--- config.mk ---
export PLATFORM = sky130hd
export DESIGN_NAME = chs_cordic
export DESIGN_NICKNAME = d
export VERILOG_FILES = /design/src/chs_pkg.sv /design/src/chs_cordic.sv
export SDC_FILE = /design/constraint.sdc
export NUM_CORES = 1
export LEC_CHECK = 0
export BUFFER_PORTS_ARGS = -buffer_cell sky130_fd_sc_hd__buf_2
export CORE_MARGIN = 1.5
export CORE_UTILIZATION = 65
export CTS_BUF_LIST = sky130_fd_sc_hd__clkbuf_4
export DETAILED_ROUTE_END_ITERATION = 6
export GPL_ROUTABILITY_DRIVEN = 0
export PLACE_DENSITY_LB_ADDON = 0.2
export SYNTH_ARGS = -nofsm -noshare
export SYNTH_HDL_FRONTEND = slang
export SYNTH_SLANG_ARGS = --single-unit
--- constraint.sdc ---
create_clock -name clk -period 7.2 [get_ports clk]
set_input_delay 0.36 -clock clk [delete_from_list [all_inputs] [get_ports clk]]
set_output_delay 0.36 -clock clk [all_outputs]
set_load 0.03 [all_outputs]
--- src/chs_pkg.sv ---
// shared constants, types and tables for the compass heading block
package chs_pkg;

  localparam int MAX_WINDOW   = 4096;
  localparam int CORDIC_STEPS = 16;
  localparam int CORDIC_ITERS = (CORDIC_STEPS < 24) ? CORDIC_STEPS : 24;
  localparam int ITER_W       = $clog2(CORDIC_ITERS + 1);
  localparam int CW           = 37;   // cordic x/y width
  localparam int DIV_STEPS    = 29;   // dividend bits
  localparam int SQRT_STEPS   = 29;   // root bits
  localparam int NUM_W        = 57;   // variance numerator width
  localparam int STEP_W       = 5;

  localparam logic signed [15:0] RST_X_CENTER  = 16'sd7923;
  localparam logic signed [15:0] RST_Y_CENTER  = 16'sd8044;
  localparam logic signed [15:0] RST_X_GAIN    = 16'sd23264;
  localparam logic signed [15:0] RST_SKEW_GAIN = 16'sd4231;
  localparam logic signed [15:0] RST_Y_GAIN    = 16'sd25794;
  localparam logic [15:0]        RST_OFFSET    = 16'd40115;
  localparam logic [12:0]        RST_WINDOW    = 13'd1000;

  typedef enum logic [2:0] {
    CFG_X_CENTER, CFG_Y_CENTER, CFG_X_GAIN, CFG_SKEW_GAIN,
    CFG_Y_GAIN, CFG_HEADING_OFFSET, CFG_WINDOW_LENGTH
  } chs_cfg_idx_t;

  typedef enum logic [4:0] {
    ST_IDLE, ST_MUL_XG, ST_MUL_SG, ST_MUL_YG, ST_START, ST_CORDIC,
    ST_SQUARE, ST_ACCUM, ST_MUL_SS, ST_MUL_QL, ST_MUL_QH, ST_NUM,
    ST_DIV_MEAN, ST_SQRT, ST_DIV_SPREAD, ST_EMIT
  } chs_state_t;

  typedef struct packed {
    logic        done;
    logic [31:0] angle;
  } chs_cordic_res_t;

  // arctangent of 2^-i, 2^32 units per turn
  function automatic logic [31:0] atan_unit(input logic [4:0] idx);
    logic [31:0] v;
    unique case (idx)
      5'd0:  v = 32'h20000000;
      5'd1:  v = 32'h12E4051E;
      5'd2:  v = 32'h09FB385B;
      5'd3:  v = 32'h051111D4;
      5'd4:  v = 32'h028B0D43;
      5'd5:  v = 32'h0145D7E1;
      5'd6:  v = 32'h00A2F61E;
      5'd7:  v = 32'h00517C55;
      5'd8:  v = 32'h0028BE53;
      5'd9:  v = 32'h00145F2F;
      5'd10: v = 32'h000A2F98;
      5'd11: v = 32'h000517CC;
      5'd12: v = 32'h00028BE6;
      5'd13: v = 32'h000145F3;
      5'd14: v = 32'h0000A2FA;
      5'd15: v = 32'h0000517D;
      5'd16: v = 32'h000028BE;
      5'd17: v = 32'h0000145F;
      5'd18: v = 32'h00000A30;
      5'd19: v = 32'h00000518;
      5'd20: v = 32'h0000028C;
      5'd21: v = 32'h00000146;
      5'd22: v = 32'h000000A3;
      5'd23: v = 32'h00000051;
      default: v = 32'h0;
    endcase
    return v;
  endfunction

endpackage

--- src/chs_cordic.sv ---
// iterative vectoring cordic, one micro-rotation per cycle
module chs_cordic import chs_pkg::*; (
  input  logic                clk,
  input  logic                rst_n,
  input  logic                start,
  input  logic signed [33:0]  s_in,
  input  logic signed [32:0]  c_in,
  output chs_cordic_res_t     res
);

  logic signed [CW-1:0] x_r, y_r, x_nxt, y_nxt, xs, ys;
  logic [31:0]          z_r, z_nxt;
  logic [ITER_W-1:0]    it_r;
  logic                 busy_r, done_r, zero_r;

  // one rotation step, shifts floor toward minus infinity
  always_comb begin
    xs = x_r >>> it_r;
    ys = y_r >>> it_r;
    if (y_r > 0) begin
      x_nxt = x_r + ys;
      y_nxt = y_r - xs;
      z_nxt = z_r + atan_unit(5'(it_r));
    end else begin
      x_nxt = x_r - ys;
      y_nxt = y_r + xs;
      z_nxt = z_r - atan_unit(5'(it_r));
    end
  end

  // control
  always_ff @(posedge clk) begin
    if (!rst_n) begin
      busy_r <= 1'b0;
      done_r <= 1'b0;
      it_r   <= '0;
    end else begin
      done_r <= 1'b0;
      if (start) begin
        busy_r <= 1'b1;
        it_r   <= '0;
      end else if (busy_r) begin
        it_r <= it_r + 1'b1;
        if (it_r == ITER_W'(CORDIC_ITERS - 1)) begin
          busy_r <= 1'b0;
          done_r <= 1'b1;
        end
      end
    end
  end

  // vector and angle accumulator, left half-plane folded over first
  always_ff @(posedge clk) begin
    if (start) begin
      zero_r <= (s_in == 34'sd0) && (c_in == 33'sd0);
      if (c_in < 0) begin
        x_r <= -CW'(c_in);
        y_r <= -CW'(s_in);
        z_r <= 32'h80000000;
      end else begin
        x_r <= CW'(c_in);
        y_r <= CW'(s_in);
        z_r <= 32'h0;
      end
    end else if (busy_r) begin
      x_r <= x_nxt;
      y_r <= y_nxt;
      z_r <= z_nxt;
    end
  end

  assign res.done  = done_r;
  assign res.angle = zero_r ? 32'h0 : z_r;

endmodule

# After elaboration in Yosys (flattened, before gate mapping)
# Memories as Yosys holds them, arrays and structs flattened. A register that Yosys moved wholly into a read port is not among the register bits.
# Index checks and enable logic that the tools add are counted.
# classes
add_sub_neg	9
mul	0
n_div	0
magnitude_cmp	2
n_eq_ne	1
shifts	2
muxes	23
n_bitwise	2
reduce_logical	6
# ops
op	n
37-bit two-way mux	8
32-bit two-way mux	7
37-bit adder	2
37-bit by 5-bit >>> shifter with 37-bit output	2
37-bit subtractor	2
37-bit by 1-bit > comparator with 1-bit output (second input constant)	1
33-bit negation with 37-bit output	1
34-bit negation with 37-bit output	1
34-bit zero test	1
33-bit zero test	1
33-bit by 1-bit < comparator with 1-bit output (second input constant)	1
32-bit adder	1
32-bit subtractor	1
5-bit two-way mux	4
5-bit by 1-bit adder with 5-bit output (second input constant)	1
5-bit by 4-bit == test with 1-bit output (second input constant)	1
1-bit two-way mux	4
3-bit OR reduction	1
1-bit NOT	2
2-bit nonzero test	1
2-bit OR reduction	1
1-bit logical AND	1
# totals
register_bits	114
latch_bits	0
mem_bits_rw	0
rom_bits	1920
in_bits	70
out_inout_bits	33
memories	2
# memory_table
memory	depth	word_bits	read_ports	rd_clocked_by_memory_dff	wr	line_no	source
(no name shown)	32	30	1	1	0	chs_pkg.sv:41	unique case (idx)
(no name shown)	32	30	1	1	0	chs_pkg.sv:41	

# Longest topological paths before layout
# Gate-level depths: netlist of run 1.
# depth
depth_word	6
ltp_mapped	29
ltp_nobuf	22

# Least setup slack after synthesis of run 1
# Ideal clock, no wire load.
# synth_path
path_kind	register -> register
start	register it_r[2]
end	register x_r[32] (data pin)
arrival_time_ns	5.927
setup_slack_ns	1.014
stages_incl_launch_ff	27
n_path_buf	4
synth_period_minus_slack_ns	6.186
path_cell_list	dfxtp_1 -> buf_2 -> buf_6 -> clkbuf_1 -> buf_4 -> mux4_2 -> mux2_2 -> mux2_2 -> a221o_1 -> inv_1 -> ha_1 -> nor2b_1 -> o211ai_1 -> nor2_1 -> a31oi_1 -> xnor2_1 -> ha_1 -> a21o_1 -> a21o_1 -> a2111oi_0 -> o22a_1 -> o21ai_0 -> a221o_1 -> a221o_1 -> a21oi_1 -> nor4b_1 -> a211o_1
# synth_between
elab_chain_cells	5
elab_cells_between_ends	6
classes_between	add/sub: 2; shift: 1; mux: 3
# synth_lines
element	line_no	source
from (decl)	chs_cordic.sv:13	logic [ITER_W-1:0] it_r;
from (signal assigned)	chs_cordic.sv:43	it_r <= it_r + 1'b1;
37-bit by 5-bit >>> shifter with 37-bit output *	chs_cordic.sv:19	ys = y_r >>> it_r;
37-bit subtractor or 37-bit adder (tied branches)	chs_cordic.sv:25, chs_cordic.sv:21	
37-bit two-way mux *	chs_cordic.sv:20	if (y_r > 0) begin
37-bit two-way mux *	chs_cordic.sv:65	end else if (busy_r) begin
37-bit two-way mux *	chs_cordic.sv:54	if (start) begin
to (signal assigned)	chs_cordic.sv:57	x_r <= -CW'(c_in);
to (signal assigned)	chs_cordic.sv:61	x_r <= CW'(c_in);
to (signal assigned)	chs_cordic.sv:66	x_r <= x_nxt;
to (decl)	chs_cordic.sv:11	logic signed [CW-1:0] x_r, y_r, x_nxt, y_nxt, xs, ys;
# Every way passes the cells marked *; elsewhere a longest branch is shown, timed or not. The select of a mux whose other input is x is not followed.
# A chain may end at the register's enable or synchronous reset.

# Worst setup path after layout of run 1
# Ends and elaborated chain as after synthesis.

==> metrics.md, run 1 <==
| Metric | Value |
|---|---|
| Sequential power share | `0.176` |
| CP required | `between 7 and 8 ns` |
| FP Rows | `63` |
| CP Launch Type | `register` |
| Max Cap Viol | `0` |
| Cell count of the worst reg-to-reg path | `23` |
| TritonCTS buffer count | `17` |
| FMAX | `between 100 and 150 MHz` |
| Worst path bufs/invs | `2` |
| Largest net degree at the start of global routing | `73` |
| Vias in the first global route | `18407` |
| Status | `complete, but fails checks` |
| Via/cell ratio | `between 7 and 8` |
| Switching Fraction | `0.523` |
| Combinational fraction of design power | `0.774` |
| CP max FO | `30` |
| Overall die width | `roughly 180 um` |
| Max stage delay on crit path | `between 0.6 and 0.7 ns` |
| Initial antenna violation count | `1` |
| CP Cell Sequence | `buf_4 -> mux4_2 -> mux2_2 -> mux2_2 -> a221o_1 -> inv_1 -> ha_1 -> nor2b_1 -> o211ai_1 -> nor2_1 -> a31oi_1 -> xnor2_1 -> ha_1 -> a21o_1 -> a21o_1 -> a2111oi_0 -> o22a_1 -> o21ai_0 -> a221o_1 -> a221o_1 -> a21oi_1 -> nor4b_1 -> a211o_1` |
| Detailed Place HPWL | `between 40 and 50 mm` |
| Cell mode on critical path | `a221o_1` |
| Global-route wire length before repair | `96.0 mm` |
| Residual DRC | `1` |
| Setup CP Type | `register to register` |
| YS warnings | `0` |
| Relative slew slack | `0.186` |
| Post-Place Setup Slack | `between 0.3 and 0.4 ns` |
| Top FF cell, synth | `edfxtp_1` |
| Unrepaired setup endpoints after global routing | `no` |
| Syn Area/Cell | `approximately 8.4 um2` |
| CP startpoint | `it_r[2]` |
| Global Route Usage Sum | `0.389` |
| Synth Instances | `~2300` |
| Die H | `~180 um` |
| Failing checks | `design-rule violations` |
| Pleak | `8.26 nW` |
| Core area | `between 0.02 and 0.03 mm2` |
| WP data arrival | `approximately 7.3 ns` |
| Total vias in the final route | `slightly below 20000` |
| Layout cell share with drive strength beyond 1 | `0.146` |
| #FFs+latches synth | `roughly 140` |
| Worst-Margin Slew | `about 1.2 ns` |
| Setup TNS | `0 ns` |
| Clock sinks | `144` |
| Hold path depth | `2` |
| R2r endpoint | `x_r[32]` |
| Final Hold Violating Endpoints | `0` |
| CP Capture Type | `register` |
| Initial DRT Pass Iterations | `7` |
| Worst Slack Setup Final | `around 0.37 ns` |
| Asr flop ratio synth | `0` |
| Synth cell types | `97` |
| R2r startpoint | `it_r[2]` |
| Post-Route Utilization | `0.698` |
| Final Max Tran Viols | `0` |
| Synth Net Count | `between 2000 and 3000` |
| Hold Path End | `y_r[0]` |
| Min-Delay Path Class | `primary input to register` |
| ANT nets after route | `0` |
| Clock share of power | `0.049` |
| Internal power | `about 0.0057 W` |
| VDD IR max | `0.333 mV` |
| TritonCTS clock tree | `yes` |
| Clock transition at the registers of the reported paths | `around 0.16 ns` |
| WL/cell | `around 22 um` |
| Count of final setup violators | `0` |
| Delay-heaviest family, CP | `compound AO/OA/AOI/OAI gates` |
| EDFF count, synth | `between 100 and 150` |
| I/O pin count | `~100` |
| Post-synthesis sequential area ratio | `0.203` |
| Commonest cells after routing, fill and taps aside | `nor2_1 (206), a21oi_1 (201), nand2_1 (199)` |
| Net Sw Power | `between 0.006 and 0.007 W` |
| Crit share post-route | `0.949` |
| Initial Utilization | `0.660` |
| Root Driver | `clkbuf_4` |
| Port Buf Inserts | `between 100 and 150` |
| CTS HTree Levels | `4` |
| CP max stage cell | `dfxtp_4` |
| Initial DRC Count | `between 2000 and 3000` |
| R2R setup slack | `about 0.37 ns` |
| Layout Skew | `0.0301 ns` |
| Die area | `around 0.031 mm2` |
| Clock latency on the worst-skew pair | `around 0.66 ns` |
| PwrDens | `around 580 mW/mm2` |
| Layout overhead on the synthesized area | `5.81%` |
| Tmin final | `a little under 7 ns` |
| Cell Area, Synth | `just under 0.02 mm2` |
| HP Start | `s_in[0]` |
| Clock Path Buffers | `2` |
| Commonest non-fill, non-tap cell in the layout | `nor2_1` |
| Gr ovfl total | `0` |
| Total wire length | `60.7 mm` |
| Nets | `between 2000 and 3000` |
cell usage after synthesis, types with 62 or more instances:
master,count,area [um2]
a21o_1,62,465
a21oi_1,201,1010
clkbuf_1,82,308
edfxtp_1,107,3210
ha_1,117,1460
mux2i_1,68,681
mux4_2,80,1800
nand2_1,199,747
nor2_1,207,777
o21ai_0,145,726
xnor2_1,132,1160
xor2_1,104,911
routing by layer:
| layer | routed length, um | vias up | track usage | share of wire |
|---|---|---|---|---|
| met5 | 0 | - | 0 | 0 |
| met4 | 3250 | 0 | 0.178 | 0.054 |
| met3 | 7430 | 319 | 0.106 | 0.12 |
| met2 | 26700 | 1283 | 0.606 | 0.44 |
| met1 | 23300 | 9034 | 0.502 | 0.38 |
| li1 | - | 8889 | - | - |
power groups by stage:
stage	sequential, W	clock, W	combinational, W
2_1_floorplan	0.00171	0	0.00723
3_3_place_gp	0.00204	0	0.00872
3_5_place_dp	0.00205	0	0.00901
4_1_cts	0.00204	0.000598	0.00908
5_1_grt	0.00211	0.000627	0.0102
6_report	0.00212	0.000595	0.00932
worst max-delay path by stage:
stage	endpoint	slack, ns	cells past startpoint
floorplan	x_r[32]	1.01	26
global placement	y_r[36]	0.53	22
detailed placement	y_r[36]	0.32	22
CTS	y_r[36]	0.31	22
global route	x_r[32]	0.008	23
finish	x_r[32]	0.37	23
cell families after synthesis:
| logic type | count (synthesis) | synth area share |
|---|---|---|
| AND/OR/NAND/NOR | 759 | 0.192 |
| AO/OA/AOI/OAI | 703 | 0.231 |
| XOR/XNOR | 236 | 0.106 |
| multiplexers | 188 | 0.150 |
| buffers and inverters | 182 | 0.0390 |
| flip-flops | 144 | 0.203 |
| adder cells (fa/ha/maj) | 120 | 0.0781 |
stage by stage:
stage	instances	total power, W	hold slack, ns	instance area, um2
2_1_floorplan	2332	0.00895	0.472	19500
3_5_place_dp	2735	0.0111	0.628	20300
6_report	2771	0.0120	0.0991	20600
5_1_grt	2771	0.0129	0.0787	20600
4_1_cts	2768	0.0117	0.0650	20600
3_3_place_gp	2735	0.0108	0.608	20300
worst register-to-register path, delay by kind of cell (launching register included):
family                     cells  cell delay [ns]
AOI/OAI and AO/OA             12             3.35
muxes                          3             0.99
DFF                            1             0.65
and+or+nand+nor                3             0.65
buffers and inverters          2             0.40
adders and majority gates      2             0.40
xor gates and xnor gates       1             0.17
final cells by class:
type / instances / area, um2
Inverter: 52 / 195
Clock inverter: 15 / 178
Multi-Input combinational cell: 2006 / 14800
Timing Repair Buffer: 146 / 875
Fill cell: 2389 / 8930
Antenna cell: 1 / 2.50
Clock buffer: 17 / 128
Sequential cell: 144 / 3970
Tap cell: 390 / 488
timing repair:
item / in CTS / in global routing
gates resized for setup: 0 / 1
endpoints found under the hold margin: 1 / 0
hold buffers: 1 / 0
setup buffers: 0 / 2
endpoints found under the setup margin: 0 / 5
Note: power is estimated with default switching activity, not from simulation.
==> run 2, diff against run 1 <==
CORE_ASPECT_RATIO = 1.5   (was not set)
CORE_UTILIZATION = 59   (was 65)
clock period = 6 ns   (was 7.2 ns; I/O delays follow)
==> metrics.md, run 2 (synthesized netlist as in run 1, its figures left out) <==
| Metric | Value |
|---|---|
| Status | `complete, but fails checks` |
| Failing checks | `design-rule violations, negative setup slack` |
| Via/cell ratio | `6.97 (-1.1%)` |
| Vias in the first global route | `19667 (+6.8%)` |
| Global-route wire length before repair | `106 mm (+11%)` |
| I/O pin count | `103 (unchanged)` |
| Core area | `0.0325 mm2 (+10%)` |
| Setup CP Type | `register to register` |
| Die H | `226 um (+28%)` |
| Multi-input logic area | `0.0151 mm2 (+2.0%)` |
| Detailed Place HPWL | `52.0 mm (+14%)` |
| ANT nets after route | `0 (unchanged)` |
| Post-Route Utilization | `0.678 (-0.0196)` |
| Root Driver | `clkbuf_4` |
| Layout cell share with drive strength beyond 1 | `0.212 (+0.0660)` |
| Final Max Tran Viols | `0 (unchanged)` |
| # fillers | `2661 (+11%)` |
| VDD IR max | `0.454 mV (+36%)` |
| CTS HTree Levels | `4 (unchanged)` |
| FP Rows | `81 (+29%)` |
| Relative slew slack | `0.102 (-0.0836)` |
| Min-Delay Path Class | `primary input to register` |
| Initial Utilization | `0.599 (-0.0603)` |
| Layout overhead on the synthesized area | `13.2%` |
| WP data arrival | `6.49 ns (-0.78 ns)` |
| Initial DRT Pass Iterations | `7 (unchanged)` |
| Clock Path Buffers | `2 (unchanged)` |
| Residual DRC | `53 (+52)` |
| Count of final setup violators | `1 (+1)` |
| Final Hold Violating Endpoints | `0 (unchanged)` |
| Largest net degree at the start of global routing | `85 (+16%)` |
| Setup TNS | `-0.0727 ns (-0.0727 ns)` |
| CP required | `6.42 ns (-1.22 ns)` |
| Crit share post-route | `1.01 (+0.0635)` |
| Tmin final | `6.07 ns (-0.757 ns)` |
| Commonest cells after routing, fill and taps aside | `nor2_1 (203), nand2_1 (199), a21oi_1 (198)` |
| Initial antenna violation count | `13 (+12)` |
| Overall die width | `151 um (-14%)` |
| FMAX | `165 MHz (+12%)` |
| CP Launch Type | `register` |
| WL/cell | `23.6 um (+7.6%)` |
| TritonCTS clock tree | `yes` |
| CP Capture Type | `register` |
| Unrepaired setup endpoints after global routing | `yes` |
| Gr ovfl total | `0 (unchanged)` |
| Layout Skew | `0.0472 ns (+0.0171 ns)` |
| Clock transition at the registers of the reported paths | `0.16 ns (about the same)` |
| Commonest non-fill, non-tap cell in the layout | `nor2_1` |
| Worst-Margin Slew | `1.34 ns (+0.120 ns)` |
| PwrDens | `715 mW/mm2 (+23%)` |
| TritonCTS buffer count | `17 (unchanged)` |
| Total wire length | `69.2 mm (+14%)` |
| Total vias in the final route | `20477 (+4.9%)` |
| Nets | `2689 (+5.2%)` |
| Clock latency on the worst-skew pair | `0.67 ns (about the same)` |
| Max Cap Viol | `0 (unchanged)` |
| Pleak | `9.01 nW (+9.0%)` |
| Clock sinks | `144 (unchanged)` |
| Sequential cell area | `0.00397 mm2 (unchanged)` |
| CP max FO | `13 (-57%)` |
| Initial DRC Count | `2227 (-13%)` |
| Global Route Usage Sum | `0.408 (+0.0195)` |
| Port Buf Inserts | `102 (unchanged)` |
| Die area | `0.0342 mm2 (+10%)` |
| Worst Slack Setup Final | `-0.0727 ns (-0.443 ns)` |
run 2: path summary, 6_finish.rpt:
path	from	end	slack [ns]	cells after the start
worst max-delay path	it_r[1]	x_r[32]	-0.07	24
worst min register to register	busy_r	busy_r	0.66	2
worst max register to register	it_r[1]	x_r[32]	-0.07	24
worst min-delay path	s_in[0]	y_r[0]	0.03	2
run 2: metrics by stage:
stage	power, W	instances	setup slack (ns)	hold slack, ns	instance area, um2
2_1_floorplan	0.0108	2332	0.00616	0.412	19500
6_report	0.0158	2938	-0.0727	0.0288	22100
3_5_place_dp	0.0142	2870	-0.145	0.641	21200
4_1_cts	0.0150	2915	0.00162	0.00113	21700
5_1_grt	0.0169	2934	-0.343	0.0197	22100
3_3_place_gp	0.0139	2870	-0.0942	0.637	21200
run 2: metal layers:
layer  vias up  global-route usage  wire, um
li1       9164                   -         -
met1      9530               0.443     23000
met2      1324               0.672     32800
met3       453               0.116      6890
met4         6               0.294      6380
met5         -              0.0152        96
run 2: what timing repair did:
action	4_1_cts	5_1_grt
setup endpoints to repair	6	33
hold endpoints to repair	1	0
resized for setup	6	61
pin swaps	3	23
buffers inserted	12	12
hold buffers	1	0
run 2: where the power goes:
group / leakage [nW] / total (W) / switching [W] / internal [W]
Sequential: 1.40 / 0.00236 / 0.000623 / 0.00174
Clock: 0.171 / 0.000724 / 0.000454 / 0.000270
Combinational: 7.44 / 0.0127 / 0.00711 / 0.00559
run 2: critical path, stage by stage (launching register included):
cell	delay (ns)
dfxtp_4	0.45
buf_12	0.18
buf_4	0.13
mux4_2	0.54
mux2i_2	0.23
buf_4	0.15
a211oi_1	0.11
nor3_4	0.43
buf_6	0.17
nand2b_1	0.12
or3_4	0.41
or2_1	0.26
o21ai_1	0.17
xor2_1	0.23
ha_1	0.29
and3_1	0.17
and4_1	0.22
and2_1	0.17
nand4_1	0.10
o21ai_2	0.08
a221o_1	0.33
a221o_1	0.38
a21oi_2	0.17
nor4b_1	0.07
a211o_1	0.27
run 2: area by class of cell:
class,count,share of cell area
Multi-Input combinational cell,2006,0.684
Sequential cell,144,0.180
Timing Repair Buffer,278,0.0887
Tap cell,415,0.0235
Inverter,52,0.00884
Clock inverter,14,0.00788
Clock buffer,18,0.00612
Antenna cell,11,0.00125
